## src/hw/rtl/ihs_pkg.sv

```systemverilog
// Shared types, constants and helper functions of the IMU heading smoother.
package ihs_pkg;

	localparam int QUAT_WIDTH = 16;
	localparam int PROD_W     = 2 * QUAT_WIDTH;
	localparam int VEC_W      = 2 * QUAT_WIDTH + 3;
	localparam int ANG_W      = 16;
	localparam int EXT_W      = ANG_W + 2;
	localparam int GAIN_W     = 16;
	localparam int CFG_W      = 16;
	localparam int CFG_IDX_W  = 1;
	localparam int ACC_W      = 28;
	localparam int ACC_SHIFT  = 11;
	localparam int TIDX_W     = 5;
	localparam int SCL_W      = GAIN_W + 1 + ANG_W;
	localparam int QDEPTH     = 2;

	localparam logic signed [EXT_W-1:0] PI_X     = 18'sd25736;
	localparam logic signed [EXT_W-1:0] TWO_PI_X = 18'sd51472;
	localparam logic signed [ACC_W-1:0] HALF_PI_ACC = 28'sd26353589;

	localparam logic signed [ANG_W-1:0]  OFFSET_RESET = -16'sd25736;
	localparam logic        [GAIN_W-1:0] GAIN_RESET   = 16'd3277;

	typedef enum logic [CFG_IDX_W-1:0] {
		REG_HEADING_OFFSET = 1'b0,
		REG_SMOOTHING_GAIN = 1'b1
	} reg_idx_t;

	typedef struct packed {
		logic signed [QUAT_WIDTH-1:0] quat_x;
		logic signed [QUAT_WIDTH-1:0] quat_y;
		logic signed [QUAT_WIDTH-1:0] quat_z;
		logic signed [QUAT_WIDTH-1:0] quat_w;
	} item_t;

	typedef struct packed {
		logic signed [ANG_W-1:0] heading;
		logic                    gimbal_lock;
	} result_t;

	// Word between front and back: yaw vector and the singularity flag
	typedef struct packed {
		logic signed [VEC_W-1:0] vx;
		logic signed [VEC_W-1:0] vy;
		logic                    lock;
	} vec_t;

	typedef enum logic [2:0] {
		P_WW, P_XX, P_YY, P_ZZ, P_XY, P_WZ, P_XZ, P_WY
	} prod_sel_t;

	typedef enum logic [1:0] {
		F_IDLE, F_MUL, F_DRAIN, F_CLASS
	} front_state_t;

	typedef enum logic [2:0] {
		B_IDLE, B_ITER, B_ROUND, B_OFFS, B_DIFF, B_MUL, B_UPD
	} back_state_t;

	// atan(2^-i) in radians * 2^24
	function automatic logic signed [ACC_W-1:0] atan_entry(input logic [TIDX_W-1:0] i);
		logic signed [ACC_W-1:0] r;
		case (i)
			5'd0:    r = 28'sd13176795;
			5'd1:    r = 28'sd7778716;
			5'd2:    r = 28'sd4110060;
			5'd3:    r = 28'sd2086331;
			5'd4:    r = 28'sd1047214;
			5'd5:    r = 28'sd524117;
			5'd6:    r = 28'sd262123;
			5'd7:    r = 28'sd131069;
			5'd8:    r = 28'sd65536;
			5'd9:    r = 28'sd32768;
			5'd10:   r = 28'sd16384;
			5'd11:   r = 28'sd8192;
			5'd12:   r = 28'sd4096;
			5'd13:   r = 28'sd2048;
			5'd14:   r = 28'sd1024;
			5'd15:   r = 28'sd512;
			5'd16:   r = 28'sd256;
			5'd17:   r = 28'sd128;
			5'd18:   r = 28'sd64;
			5'd19:   r = 28'sd32;
			5'd20:   r = 28'sd16;
			5'd21:   r = 28'sd8;
			5'd22:   r = 28'sd4;
			5'd23:   r = 28'sd2;
			default: r = '0;
		endcase
		return r;
	endfunction

	// One-step wrap into [-pi, pi]; inputs never exceed one turn out of range
	function automatic logic signed [ANG_W-1:0] wrap_angle(input logic signed [EXT_W-1:0] a);
		logic signed [EXT_W-1:0] r;
		if (a > PI_X)
			r = a - TWO_PI_X;
		else if (a < -PI_X)
			r = a + TWO_PI_X;
		else
			r = a;
		return r[ANG_W-1:0];
	endfunction

endpackage

```

## src/hw/rtl/ihs_front.sv

```systemverilog
// Front end: takes a quaternion, forms the yaw vector and singularity test with one multiplier.
module ihs_front (
	input  logic            clk,
	input  logic            arst_n,
	input  logic            push,
	output logic            full,
	input  ihs_pkg::item_t  item,
	output logic            q_wr,
	input  logic            q_full,
	output ihs_pkg::vec_t   q_wdata
);

	ihs_pkg::front_state_t state_q, state_nxt;
	ihs_pkg::prod_sel_t    sel_q, psel_q;
	logic                  pv_q;

	logic signed [ihs_pkg::QUAT_WIDTH-1:0] qx_q, qy_q, qz_q, qw_q;
	logic signed [ihs_pkg::QUAT_WIDTH-1:0] opa, opb;
	logic signed [ihs_pkg::PROD_W-1:0]     p_q;
	logic signed [ihs_pkg::VEC_W-1:0]      pe, p2, ag;
	logic signed [ihs_pkg::VEC_W-1:0]      d_q, vx_q, g_q, vy_q;
	logic                                  accept, lock;

	assign accept = push && (state_q == ihs_pkg::F_IDLE);

	always_comb begin
		state_nxt = state_q;
		unique case (state_q)
			ihs_pkg::F_IDLE:  if (push) state_nxt = ihs_pkg::F_MUL;
			ihs_pkg::F_MUL:   if (sel_q == ihs_pkg::P_WY) state_nxt = ihs_pkg::F_DRAIN;
			ihs_pkg::F_DRAIN: state_nxt = ihs_pkg::F_CLASS;
			ihs_pkg::F_CLASS: if (!q_full) state_nxt = ihs_pkg::F_IDLE;
			default:          state_nxt = ihs_pkg::F_IDLE;
		endcase
	end

	always_comb begin
		full = (state_q != ihs_pkg::F_IDLE);
		q_wr = (state_q == ihs_pkg::F_CLASS) && !q_full;
	end

	// operand select for the shared multiplier
	always_comb begin
		unique case (sel_q)
			ihs_pkg::P_WW: begin opa = qw_q; opb = qw_q; end
			ihs_pkg::P_XX: begin opa = qx_q; opb = qx_q; end
			ihs_pkg::P_YY: begin opa = qy_q; opb = qy_q; end
			ihs_pkg::P_ZZ: begin opa = qz_q; opb = qz_q; end
			ihs_pkg::P_XY: begin opa = qx_q; opb = qy_q; end
			ihs_pkg::P_WZ: begin opa = qw_q; opb = qz_q; end
			ihs_pkg::P_XZ: begin opa = qx_q; opb = qz_q; end
			ihs_pkg::P_WY: begin opa = qw_q; opb = qy_q; end
			default:       begin opa = qw_q; opb = qw_q; end
		endcase
	end

	assign pe = ihs_pkg::VEC_W'(p_q);
	assign p2 = pe <<< 1;
	assign ag = g_q[ihs_pkg::VEC_W-1] ? -g_q : g_q;
	assign lock = (ag >= d_q);

	always_ff @(posedge clk or negedge arst_n) begin
		if (!arst_n) begin
			state_q <= ihs_pkg::F_IDLE;
			sel_q   <= ihs_pkg::P_WW;
			pv_q    <= 1'b0;
		end else begin
			state_q <= state_nxt;
			pv_q    <= (state_q == ihs_pkg::F_MUL);
			if (accept)
				sel_q <= ihs_pkg::P_WW;
			else if (state_q == ihs_pkg::F_MUL)
				sel_q <= ihs_pkg::prod_sel_t'(sel_q + 3'd1);
		end
	end

	always_ff @(posedge clk) begin
		if (accept) begin
			qx_q <= item.quat_x;
			qy_q <= item.quat_y;
			qz_q <= item.quat_z;
			qw_q <= item.quat_w;
			d_q  <= '0;
			vx_q <= '0;
			g_q  <= '0;
			vy_q <= '0;
		end else if (pv_q) begin
			case (psel_q) inside
				ihs_pkg::P_WW, ihs_pkg::P_XX: begin
					d_q  <= d_q + pe;
					vx_q <= vx_q + pe;
				end
				ihs_pkg::P_YY, ihs_pkg::P_ZZ: begin
					d_q  <= d_q + pe;
					vx_q <= vx_q - pe;
				end
				ihs_pkg::P_XY, ihs_pkg::P_WZ: vy_q <= vy_q + p2;
				ihs_pkg::P_XZ:                g_q  <= g_q + p2;
				default:                      g_q  <= g_q - p2;
			endcase
		end
		p_q    <= opa * opb;
		psel_q <= sel_q;
	end

	assign q_wdata = '{vx: vx_q, vy: vy_q, lock: lock};

endmodule

```

## src/hw/rtl/ihs_queue.sv

```systemverilog
// Two-entry queue that decouples the front end from the CORDIC back end.
module ihs_queue (
	input  logic          clk,
	input  logic          arst_n,
	input  logic          wr,
	input  ihs_pkg::vec_t wdata,
	output logic          full,
	input  logic          rd,
	output ihs_pkg::vec_t rdata,
	output logic          not_empty
);

	localparam int PTR_W = $clog2(ihs_pkg::QDEPTH);
	localparam int CNT_W = $clog2(ihs_pkg::QDEPTH + 1);

	ihs_pkg::vec_t    mem_q [ihs_pkg::QDEPTH];
	logic [PTR_W-1:0] wptr_q, rptr_q;
	logic [CNT_W-1:0] cnt_q;
	logic             do_wr, do_rd;

	assign full      = (cnt_q == CNT_W'(ihs_pkg::QDEPTH));
	assign not_empty = (cnt_q != '0);
	assign do_wr     = wr && !full;
	assign do_rd     = rd && not_empty;
	assign rdata     = mem_q[rptr_q];

	always_ff @(posedge clk or negedge arst_n) begin
		if (!arst_n) begin
			wptr_q <= '0;
			rptr_q <= '0;
			cnt_q  <= '0;
		end else begin
			if (do_wr)
				wptr_q <= (wptr_q == PTR_W'(ihs_pkg::QDEPTH - 1)) ? '0 : wptr_q + 1'b1;
			if (do_rd)
				rptr_q <= (rptr_q == PTR_W'(ihs_pkg::QDEPTH - 1)) ? '0 : rptr_q + 1'b1;
			if (do_wr && !do_rd)
				cnt_q <= cnt_q + 1'b1;
			else if (do_rd && !do_wr)
				cnt_q <= cnt_q - 1'b1;
		end
	end

	always_ff @(posedge clk) begin
		if (do_wr)
			mem_q[wptr_q] <= wdata;
	end

endmodule

```

## src/hw/rtl/ihs_back.sv

```systemverilog
// Back end: iterative CORDIC atan2, offset, smoothing filter and result register.
module ihs_back #(
	parameter int CORDIC_STEPS = 16
) (
	input  logic                               clk,
	input  logic                               arst_n,
	input  logic                               q_not_empty,
	input  ihs_pkg::vec_t                      q_rdata,
	output logic                               q_rd,
	input  logic signed [ihs_pkg::ANG_W-1:0]   heading_offset,
	input  logic        [ihs_pkg::GAIN_W-1:0]  smoothing_gain,
	output logic                               out_valid,
	output ihs_pkg::result_t                   out_data,
	input  logic                               pop
);

	localparam int CNT_W = $clog2(CORDIC_STEPS);

	ihs_pkg::back_state_t state_q, state_nxt;

	logic signed [ihs_pkg::VEC_W-1:0] x_q, y_q, xs, ys;
	logic signed [ihs_pkg::ACC_W-1:0] acc_q, acc_rnd, atan_v;
	logic        [CNT_W-1:0]          cnt_q;
	logic                             lock_q, primed_q, out_valid_q, upd_go, last_step;
	logic signed [ihs_pkg::ANG_W-1:0] yaw_q, diff_q, smooth_q, base;
	logic signed [ihs_pkg::SCL_W-1:0] prod_q, prod_rnd;
	logic signed [ihs_pkg::ANG_W:0]   adj, raw_yaw;
	ihs_pkg::result_t                 res_q;

	assign last_step = (cnt_q == CNT_W'(CORDIC_STEPS - 1));

	always_comb begin
		state_nxt = state_q;
		unique case (state_q)
			ihs_pkg::B_IDLE:
				if (q_not_empty)
					state_nxt = q_rdata.lock ? ihs_pkg::B_OFFS : ihs_pkg::B_ITER;
			ihs_pkg::B_ITER:  if (last_step) state_nxt = ihs_pkg::B_ROUND;
			ihs_pkg::B_ROUND: state_nxt = ihs_pkg::B_OFFS;
			ihs_pkg::B_OFFS:  state_nxt = ihs_pkg::B_DIFF;
			ihs_pkg::B_DIFF:  state_nxt = ihs_pkg::B_MUL;
			ihs_pkg::B_MUL:   state_nxt = ihs_pkg::B_UPD;
			ihs_pkg::B_UPD:   if (upd_go) state_nxt = ihs_pkg::B_IDLE;
			default:          state_nxt = ihs_pkg::B_IDLE;
		endcase
	end

	always_comb begin
		q_rd   = (state_q == ihs_pkg::B_IDLE) && q_not_empty;
		upd_go = (state_q == ihs_pkg::B_UPD) && (!out_valid_q || pop);
	end

	assign xs       = x_q >>> cnt_q;
	assign ys       = y_q >>> cnt_q;
	assign atan_v   = ihs_pkg::atan_entry(ihs_pkg::TIDX_W'(cnt_q));
	assign acc_rnd  = acc_q + ihs_pkg::ACC_W'(1 << (ihs_pkg::ACC_SHIFT - 1));
	assign raw_yaw  = $signed(acc_rnd[ihs_pkg::ACC_W-1:ihs_pkg::ACC_SHIFT]);
	assign base     = primed_q ? smooth_q : yaw_q;
	assign prod_rnd = prod_q + ihs_pkg::SCL_W'(1 << (ihs_pkg::GAIN_W - 1));
	assign adj      = $signed(prod_rnd[ihs_pkg::SCL_W-1:ihs_pkg::GAIN_W]);

	always_ff @(posedge clk or negedge arst_n) begin
		if (!arst_n) begin
			state_q     <= ihs_pkg::B_IDLE;
			primed_q    <= 1'b0;
			smooth_q    <= '0;
			out_valid_q <= 1'b0;
		end else begin
			state_q <= state_nxt;
			if (state_q == ihs_pkg::B_DIFF) begin
				primed_q <= 1'b1;
				smooth_q <= base;
			end else if (upd_go) begin
				smooth_q <= ihs_pkg::wrap_angle(ihs_pkg::EXT_W'(smooth_q) + ihs_pkg::EXT_W'(adj));
			end
			if (upd_go)
				out_valid_q <= 1'b1;
			else if (pop)
				out_valid_q <= 1'b0;
		end
	end

	always_ff @(posedge clk) begin
		case (state_q)
			ihs_pkg::B_IDLE: begin
				cnt_q  <= '0;
				lock_q <= q_rdata.lock;
				yaw_q  <= '0;
				if (q_rdata.vx < 0) begin
					if (q_rdata.vy >= 0) begin
						x_q   <= q_rdata.vy;
						y_q   <= -q_rdata.vx;
						acc_q <= ihs_pkg::HALF_PI_ACC;
					end else begin
						x_q   <= -q_rdata.vy;
						y_q   <= q_rdata.vx;
						acc_q <= -ihs_pkg::HALF_PI_ACC;
					end
				end else begin
					x_q   <= q_rdata.vx;
					y_q   <= q_rdata.vy;
					acc_q <= '0;
				end
			end
			ihs_pkg::B_ITER: begin
				cnt_q <= cnt_q + 1'b1;
				if (y_q > 0) begin
					x_q   <= x_q + ys;
					y_q   <= y_q - xs;
					acc_q <= acc_q + atan_v;
				end else begin
					x_q   <= x_q - ys;
					y_q   <= y_q + xs;
					acc_q <= acc_q - atan_v;
				end
			end
			ihs_pkg::B_ROUND:
				yaw_q <= ihs_pkg::wrap_angle(ihs_pkg::EXT_W'(raw_yaw));
			ihs_pkg::B_OFFS:
				yaw_q <= ihs_pkg::wrap_angle(ihs_pkg::EXT_W'(yaw_q) +
					ihs_pkg::EXT_W'(heading_offset));
			ihs_pkg::B_DIFF:
				diff_q <= ihs_pkg::wrap_angle(ihs_pkg::EXT_W'(yaw_q) - ihs_pkg::EXT_W'(base));
			ihs_pkg::B_MUL:
				prod_q <= $signed({1'b0, smoothing_gain}) * diff_q;
			default: ;
		endcase
		if (upd_go) begin
			res_q.heading     <= ihs_pkg::wrap_angle(ihs_pkg::EXT_W'(smooth_q) +
				ihs_pkg::EXT_W'(adj));
			res_q.gimbal_lock <= lock_q;
		end
	end

	assign out_valid = out_valid_q;
	assign out_data  = res_q;

endmodule

```

## src/hw/rtl/imu_heading_smoother.sv

```systemverilog
// Top level of the IMU heading smoother: config registers, front end, queue, back end.
//
// Takes one orientation quaternion (signed Q1.14) per word and returns one word with the
// smoothed compass heading (signed Q2.13 radians, always in [-pi, pi]) and a gimbal_lock
// flag. Yaw is atan2(2(xy+wz), w^2+x^2-y^2-z^2) from a CORDIC of CORDIC_STEPS iterations;
// when |2(xz-wy)| >= w^2+x^2+y^2+z^2 (pitch singularity, also the all-zero quaternion)
// the raw yaw is forced to 0 and gimbal_lock is set. heading_offset (register 0) is added
// and the sum wrapped; the first word after reset seeds the filter, then each word moves
// the heading by smoothing_gain (register 1, Q0.16) times the wrapped difference, rounded
// to nearest. Write config only while the block is idle.
// The front end takes a word, forms 8 products through one multiplier, accumulates and
// classifies; the back end reads the word from the queue, runs the CORDIC loop and rounds
// (both skipped for a gimbal-lock word), adds the offset, forms the difference, scales it
// and updates. Each half works on one word at a time. For ordinary words the back end's
// CORDIC loop sets the sustained rate; a run of gimbal-lock words goes at the front end's
// rate. A two-word queue sits between the halves, and the result register lets the next
// word proceed while a result waits.
module imu_heading_smoother #(
	parameter int CORDIC_STEPS = 16
) (
	input  logic                             clk,
	input  logic                             arst_n,
	input  logic                             push,
	output logic                             full,
	input  ihs_pkg::item_t                   item,
	output logic                             empty,
	input  logic                             pop,
	output ihs_pkg::result_t                 result,
	input  logic                             cfg_we,
	input  logic [ihs_pkg::CFG_IDX_W-1:0]    cfg_idx,
	input  logic [ihs_pkg::CFG_W-1:0]        cfg_wdata
);

	logic signed [ihs_pkg::ANG_W-1:0]  heading_offset_q;
	logic        [ihs_pkg::GAIN_W-1:0] smoothing_gain_q;

	logic          q_wr, q_full, q_rd, q_not_empty, out_valid;
	ihs_pkg::vec_t q_wdata, q_rdata;

	// config registers: plain write port, no read-back
	always_ff @(posedge clk or negedge arst_n) begin
		if (!arst_n) begin
			heading_offset_q <= ihs_pkg::OFFSET_RESET;
			smoothing_gain_q <= ihs_pkg::GAIN_RESET;
		end else if (cfg_we) begin
			unique case (ihs_pkg::reg_idx_t'(cfg_idx))
				ihs_pkg::REG_HEADING_OFFSET: heading_offset_q <= $signed(cfg_wdata);
				ihs_pkg::REG_SMOOTHING_GAIN: smoothing_gain_q <= cfg_wdata;
				default: ;
			endcase
		end
	end

	// front: products and singularity test
	ihs_front u_front (
		.clk     (clk),
		.arst_n  (arst_n),
		.push    (push),
		.full    (full),
		.item    (item),
		.q_wr    (q_wr),
		.q_full  (q_full),
		.q_wdata (q_wdata)
	);

	// decoupling queue
	ihs_queue u_queue (
		.clk       (clk),
		.arst_n    (arst_n),
		.wr        (q_wr),
		.wdata     (q_wdata),
		.full      (q_full),
		.rd        (q_rd),
		.rdata     (q_rdata),
		.not_empty (q_not_empty)
	);

	// back: CORDIC, offset, smoothing, result register
	ihs_back #(
		.CORDIC_STEPS (CORDIC_STEPS)
	) u_back (
		.clk            (clk),
		.arst_n         (arst_n),
		.q_not_empty    (q_not_empty),
		.q_rdata        (q_rdata),
		.q_rd           (q_rd),
		.heading_offset (heading_offset_q),
		.smoothing_gain (smoothing_gain_q),
		.out_valid      (out_valid),
		.out_data       (result),
		.pop            (pop)
	);

	assign empty = !out_valid;

`ifndef SYNTHESIS
	// front never writes a full queue
	assert property (@(posedge clk) disable iff (!arst_n) q_wr |-> !q_full)
		else $error("front wrote into a full queue");

	// back only takes a word that is there
	assert property (@(posedge clk) disable iff (!arst_n) q_rd |-> q_not_empty)
		else $error("back read an empty queue");

	// a delivered heading is always wrapped
	assert property (@(posedge clk) disable iff (!arst_n)
		!empty |-> (result.heading <= 16'sd25736 && result.heading >= -16'sd25736))
		else $error("heading out of range");
`endif

endmodule

```

## config.mk

```make
export PLATFORM = sky130hd
export DESIGN_NAME = imu_heading_smoother
export DESIGN_NICKNAME = d
export VERILOG_FILES = /design/src/hw/rtl/ihs_pkg.sv /design/src/hw/rtl/ihs_front.sv /design/src/hw/rtl/ihs_queue.sv /design/src/hw/rtl/ihs_back.sv /design/src/hw/rtl/imu_heading_smoother.sv
export SDC_FILE = /design/constraint.sdc
export NUM_CORES = 2
export LEC_CHECK = 0
export BUFFER_PORTS_ARGS = -buffer_cell sky130_fd_sc_hd__buf_2
export CELL_PAD_IN_SITES_DETAIL_PLACEMENT = 1
export CELL_PAD_IN_SITES_GLOBAL_PLACEMENT = 1
export CORE_MARGIN = 1.5
export CORE_UTILIZATION = 47
export DETAILED_ROUTE_END_ITERATION = 8
export PLACE_DENSITY = 0.84
export SETUP_SLACK_MARGIN = 0.05
export SYNTH_ARGS = -nofsm -noshare
export SYNTH_HDL_FRONTEND = slang
export SYNTH_HIERARCHICAL = 1
export SYNTH_SLANG_ARGS = --single-unit
```

## constraint.sdc

```tcl
create_clock -name clk -period 7 [get_ports clk]
set_clock_uncertainty 0.1 [all_clocks]
set_input_delay 0.7 -clock clk [delete_from_list [all_inputs] [get_ports clk]]
set_output_delay 0.7 -clock clk [all_outputs]
set_load 0.01 [all_outputs]
```

# Word level (Yosys, flattened, before mapping)
# Memory sizes are Yosys's and may differ from the RTL's. A register that Yosys moved wholly into a read port is not among the register bits.
# Index checks and enable logic that the tools add are counted.
[totals]
regBits = 487
ram_bits = 142
rom_bits = 384
in_bits = 86
out_inout_bits = 19
elab_cells = 211
n_memories = 2
[classes]
add_sub_neg = 34
n_mul = 2
n_lt_le_gt_ge = 12
eq_ne = 30
shift = 2
mux = 53
n_bitwise = 4
reduce_logical = 40
[mem_list]
columns = ["memory", "depth", "word_bits", "read_ports", "rd_ports_with_merged_regs", "wr", "line_no", "text"]
rows = [
  ["(no name shown)", 16, 24, 1, 1, 0, "ihs_pkg.sv:64", "case (i)"],
  ["u_queue.mem_q", 2, 71, 1, 0, 1, "ihs_queue.sv:16", "ihs_pkg::vec_t mem_q [ihs_pkg::QDEPTH];"],
]
[op_table]
columns = ["op", "n"]
rows = [
  ["two-way mux 35 bit", 12],
  ["two-way mux 16 bit", 11],
  ["one-hot mux 35 bit (2 select lines)", 2],
  ["one-hot mux 16 bit (4 select lines)", 2],
  ["negation 35 bit", 3],
  ["two-way mux 28 bit", 3],
  ["adder 35 x 32 -> 35 bit", 2],
  ["adder 35 x 33 -> 35 bit", 2],
  ["adder 35 bit", 2],
  [">>> shifter 35 x 4 -> 35 bit", 2],
  ["subtractor 35 bit", 2],
  ["adder 16 x 15 -> 16 bit (second input constant)", 4],
  ["subtractor 16 x 15 -> 16 bit (second input constant)", 4],
  ["one-hot mux 28 bit (2 select lines)", 1],
  ["greater-than comparator 17 x 16 -> 1 bit (second input constant)", 3],
  ["less-than comparator 17 x 16 -> 1 bit (second input constant)", 3],
  ["one-hot mux 16 bit (3 select lines)", 1],
  ["greater-or-equal comparator 35 x 1 -> 1 bit (second input constant)", 1],
  ["greater-or-equal comparator 35 bit", 1],
  ["greater-than comparator 35 x 1 -> 1 bit (second input constant)", 1],
  ["less-than comparator 35 x 1 -> 1 bit (second input constant)", 1],
  ["subtractor 35 x 32 -> 35 bit", 1],
  ["subtractor 35 x 33 -> 35 bit", 1],
  ["adder 33 x 17 -> 33 bit (second input constant)", 1],
  ["other kinds (43)", 111],
]

# Depth between registers and ports, before layout
[depth]
depth_word = 8
ltp_mapped = 33

# Modules after synthesis
# Netlist, hierarchy kept.
[modules_own_cells]
columns = ["module", "n_inst", "cells_each", "area_each_um2"]
rows = [
  ["ihs_back", 1, 3954, 34150.3],
  ["ihs_front", 1, 3270, 27702.8],
  ["ihs_queue", 1, 240, 5674.2],
  ["imu_heading_smoother", 1, 70, 1276.2],
]

# Worst setup path before layout
# Ideal clock, no wire load.
[synth_path]
path_kind = "reg2reg"
start = "register u_front.sel_q[0]"
end = "register u_front/p_q[30] in the netlist's numbering"
setup_time_ns = 0.072
arrival_time_ns = 7.606
slack_ns = -0.778
path_stages_with_launch = 30
synth_period_minus_slack_ns = 7.778
path_cell_list = "dfrtp_1 ha_1 ha_1 a211o_1 clkbuf_1 or3_1 buf_2 buf_1 o21ai_1 nor2_1 fa_1 inv_1 fa_1 fa_1 fa_1 inv_1 fa_1 inv_1 fa_1 inv_1 ha_1 a211oi_1 nand2_1 o211a_1 a211oi_2 o31ai_2 a211oi_1 o31ai_1 o41ai_2 xnor2_1"
[synth_via]
elab_chain_len = 4
elab_cells_between_ends = 15
[synth_rtl]
columns = ["element", "line_no", "text"]
rows = [
  ["from (decl)", "ihs_front.sv:14", "ihs_pkg::prod_sel_t sel_q, psel_q;"],
  ["from (signal assigned)", "ihs_front.sv:65", "sel_q <= ihs_pkg::P_WW;"],
  ["from (signal assigned)", "ihs_front.sv:71", "sel_q <= ihs_pkg::P_WW;"],
  ["from (signal assigned)", "ihs_front.sv:73", "sel_q <= ihs_pkg::prod_sel_t'(sel_q + 3'd1);"],
  ["equality test 3 bit, or another cell as far along", "ihs_front.sv:44", "unique case (sel_q)"],
  ["OR reduction 3 bit (no line)", "-", ""],
  ["one-hot mux 16 bit (4 select lines)", "ihs_front.sv:44", ""],
  ["multiplier 16 x 16 -> 32 bit (*)", "ihs_front.sv:102", "p_q <= opa * opb;"],
  ["to (signal assigned)", "ihs_front.sv:102", ""],
  ["to (decl)", "ihs_front.sv:19", "logic signed [ihs_pkg::PROD_W-1:0] p_q;"],
]
# Every way passes the cells marked *; elsewhere a longest branch is shown, timed or not.
# A chain may end at the register's enable or synchronous reset.

# Worst setup path in the final report
[layout_path]
start = "register u_front.sel_q[1]"
end = "register u_front/p_q[28] in the netlist's numbering"
# Same word-level chain as after synthesis.

==> metrics.md <==
| Metric | Value |
|---|---|
| Slew margin rel. | `16.55%` |
| Status | `complete, but fails checks` |
| Grt ovf | `0` |
| Failing checks | `negative setup slack` |
| Worst-margin pin slew | `1.252 ns` |
| Ports | `105` |
| Synth async-reset ratio | `around a tenth` |
| Final Hold Fails | `0` |
| CP Capture Type | `flip-flop` |
| Tmin final | `~7.7 ns` |
| Crit path buffers/inverters | `7` |
| Root buf cell | `clkbuf_16` |
| Period utilisation layout | `110.0%` |
| Slew Limit Fails | `0` |
| Syn. warnings | `6` |
| Drt drc | `0` |
| Vias post-DR | `approximately 62000` |
| Critical Path Most Common Cell | `fa_1` |
| Hold_ws | `0.07091 ns` |
| Worst EP required | `roughly 7.5 ns` |
| Mapped Area | `0.06880 mm^2` |
| 1st-pass router iterations | `6` |
| GR Util All Layers | `between 30% and 40%` |
| CTS max path bufs | `3` |
| Max Fclk | `0.1298 GHz` |
| I/O Buffers | `around 100` |
| Pin count of the biggest net entering global routing | `114` |
| Post-CTS Hold Buffers | `0` |
| First-pass GRT wire length | `about 370 mm` |
| WL/cell | `approximately 25 um` |
| Max-Cap Viols | `0` |
| Clock tree from TritonCTS | `done` |
| Worst Path Max Fanout | `9` |
| Syn Inst Count | `roughly 7500` |
| # rows | `140` |
| Die ar. | `0.1487 mm^2` |
| Crit path DAT | `8.17 ns` |
| # setup viols final | `26` |
| Top Family by Delay on Critical Path | `adder cells` |
| Number of synthesized flops with an enable pin | `376` |
| Syn nets | `8636` |
| Synth cell types | `129` |
| Part of the Yosys area used for sequential elements | `24.43%` |
| CP peak stage delay | `about 0.56 ns` |
| Final worst setup slack | `-0.7014 ns` |
| Layout Nets | `8956` |
| Clock Sinks | `635` |
| Setup Crit Path Kind | `reg -> reg` |
| HP Class | `in -> reg` |
| Clock latency at the later pin of the worst-skew pair | `~0.70 ns` |
| Num CTS Buffers | `78` |
| RSZ-0062 raised after global routing | `yes` |
| Routed Antenna Nets | `0` |
| Drt initial violations | `roughly 5300` |
| Global placer's final weighted congestion | `0.9471` |
| Share of cells above drive strength 1 | `around 16%` |
| Starting density of the core | `47.27%` |
| Vias in the first global route | `65350` |
| HPWL after detailed placement | `174.4 mm` |
| Antenna violations before repair | `3` |
| WL final | `about 250 mm` |
| Pre-CTS WS | `-0.8243 ns` |
| Most common flop cell mapped by yosys | `edfxtp_1` |
| FF+latch count, synth | `between 600 and 700` |
| Clock transition at path regs | `0.06 ns` |
| Die H | `385.6 um` |
| Die width | `slightly below 400 um` |
| CTS H-tree lvls | `3` |
| Via-per-instance ratio | `roughly 6.3` |
| Core box area | `0.1456 mm^2` |
| Area grow syn2layout | `12.94%` |
| Post-Syn Area per Cell | `9.132 um^2` |
| CP startpoint kind | `flip-flop` |
| Slowest CP cell | `fa_1` |
[layer usage]
metal	wire length, um	vias up	GRT usage [%]
met5	28	-	0
li1	-	27220	-
met1	96560	30940	38.25
met4	13370	4	14.57
met3	16270	817	4.517
met2	119400	2570	53.68
[state kept, by name (all words and copies together) (netlist names), 17 cells and up]
register         flops
u_front/vx_q        35
u_back/x_q          35
u_back/prod_q       18
u_back/atan_v       23
u_front/p_q         32
u_front/d_q         35
u_back/acc_q        28
u_front/g_q         34
u_front/vy_q        34
u_back/out_data     17
u_back/y_q          35
u_queue/mem_q      142
[cell type report]
| cell class | instances | area [um^2] |
|---|---|---|
| fillers | 16500 | 67860 |
| well taps | 1917 | 2399 |
| multi-input cells | 5912 | 49020 |
| inverters | 691 | 2608 |
| clock buffers | 107 | 2216 |
| repair buffers | 536 | 4109 |
| diodes | 3 | 7.507 |
| clock inverters | 39 | 518.0 |
| flip-flops and latches | 635 | 16830 |
[Yosys cell counts, types with 47 or more instances]
library cell  number  area [um^2]
nand2_1          832         3123
inv_1            689         2586
ha_1             551         6894
nor2_1           532         1997
fa_1             465         9309
a21oi_1          458         2292
edfxtp_1         376        11290
o21ai_0          374         1872
xnor2_1          333         2917
xor2_1           215         1883
clkbuf_1         213        799.5
dfxtp_1          196         3924
a21o_1           160         1201
and2_1           149        932.1
nor3_1           137        685.7
nand3_1          133        665.6
o211ai_1          92        690.7
nand2b_1          84        525.5
mux4_2            80         1802
mux2_4            79         1186
o21a_1            73        548.0
a211oi_1          69        518.0
mux2i_1           66        660.6
and3_1            63        394.1
or3_1             63        394.1
a31oi_1           61        381.6
o31ai_1           57        427.9
mux2_2            56        630.6
dfrtp_1           47         1176
[final timing paths]
| path | to | depth (start not counted) | slack (ns) | startpoint |
|---|---|---|---|---|
| max reg2reg | u_front/p_q[28]$_DFF_P_ | 28 | -0.70 | u_front/sel_q[1]$_DFFE_PN0P_ |
| max | u_front/p_q[28]$_DFF_P_ | 28 | -0.70 | u_front/sel_q[1]$_DFFE_PN0P_ |
| min reg2reg | u_front/d_q[34]$_SDFFE_PP0P_ | 2 | 0.36 | u_front/d_q[34]$_SDFFE_PP0P_ |
| min | u_front/qy_q[14]$_DFFE_PP_ | 1 | 0.07 | item[46] |
| max in group asynchronous | u_queue/rptr_q$_DFFE_PN0P_ | 2 | 5.80 | arst_n |
| min in group asynchronous | u_back/smooth_q[8]$_DFFE_PN0P_ | 2 | 0.20 | arst_n |
[cell usage in the layout (no fill, tap or decap), drive strengths merged, types with 333 or more instances in the layout]
| cell type | n |
|---|---|
| fa | 465 |
| nor2 | 533 |
| ha | 551 |
| a21oi | 462 |
| xnor2 | 333 |
| nand2 | 834 |
| o21ai | 418 |
| edfxtp | 376 |
| inv | 700 |
| buf | 535 |
[cell families after synthesis]
logic type,Yosys count,synth area share (%)
buffers and inverters,988,5.868
other,1,0.005450
flip-flops,635,24.43
XOR/XNOR,549,6.999
multiplexers,283,6.278
AO/OA/AOI/OAI,1769,16.91
adder cells (fa/ha/maj),1016,23.55
AND/OR/NAND/NOR,2293,15.96
[repair_timing]
item,CTS,global route
cloned,2,0
buffers inserted,56,36
gates resized for setup,147,141
pin swaps,66,80
setup endpoints to repair,25,37
[stage by stage]
step	area [um^2]	instances	util [%]	TNS (ns)
floorplan	69000	7534	-	-1.467
global placement	73180	9602	50.27	-3.158
detailed placement	73180	9602	50.27	-8.912
CTS	76890	9804	52.82	-3.253
global route	77700	9838	53.38	-14.01
finish	77700	9840	53.38	-11.03
Power is left out: the tool's default activity adds up to more than one toggle a clock period on the data nets, which glitch-free logic cannot reach.
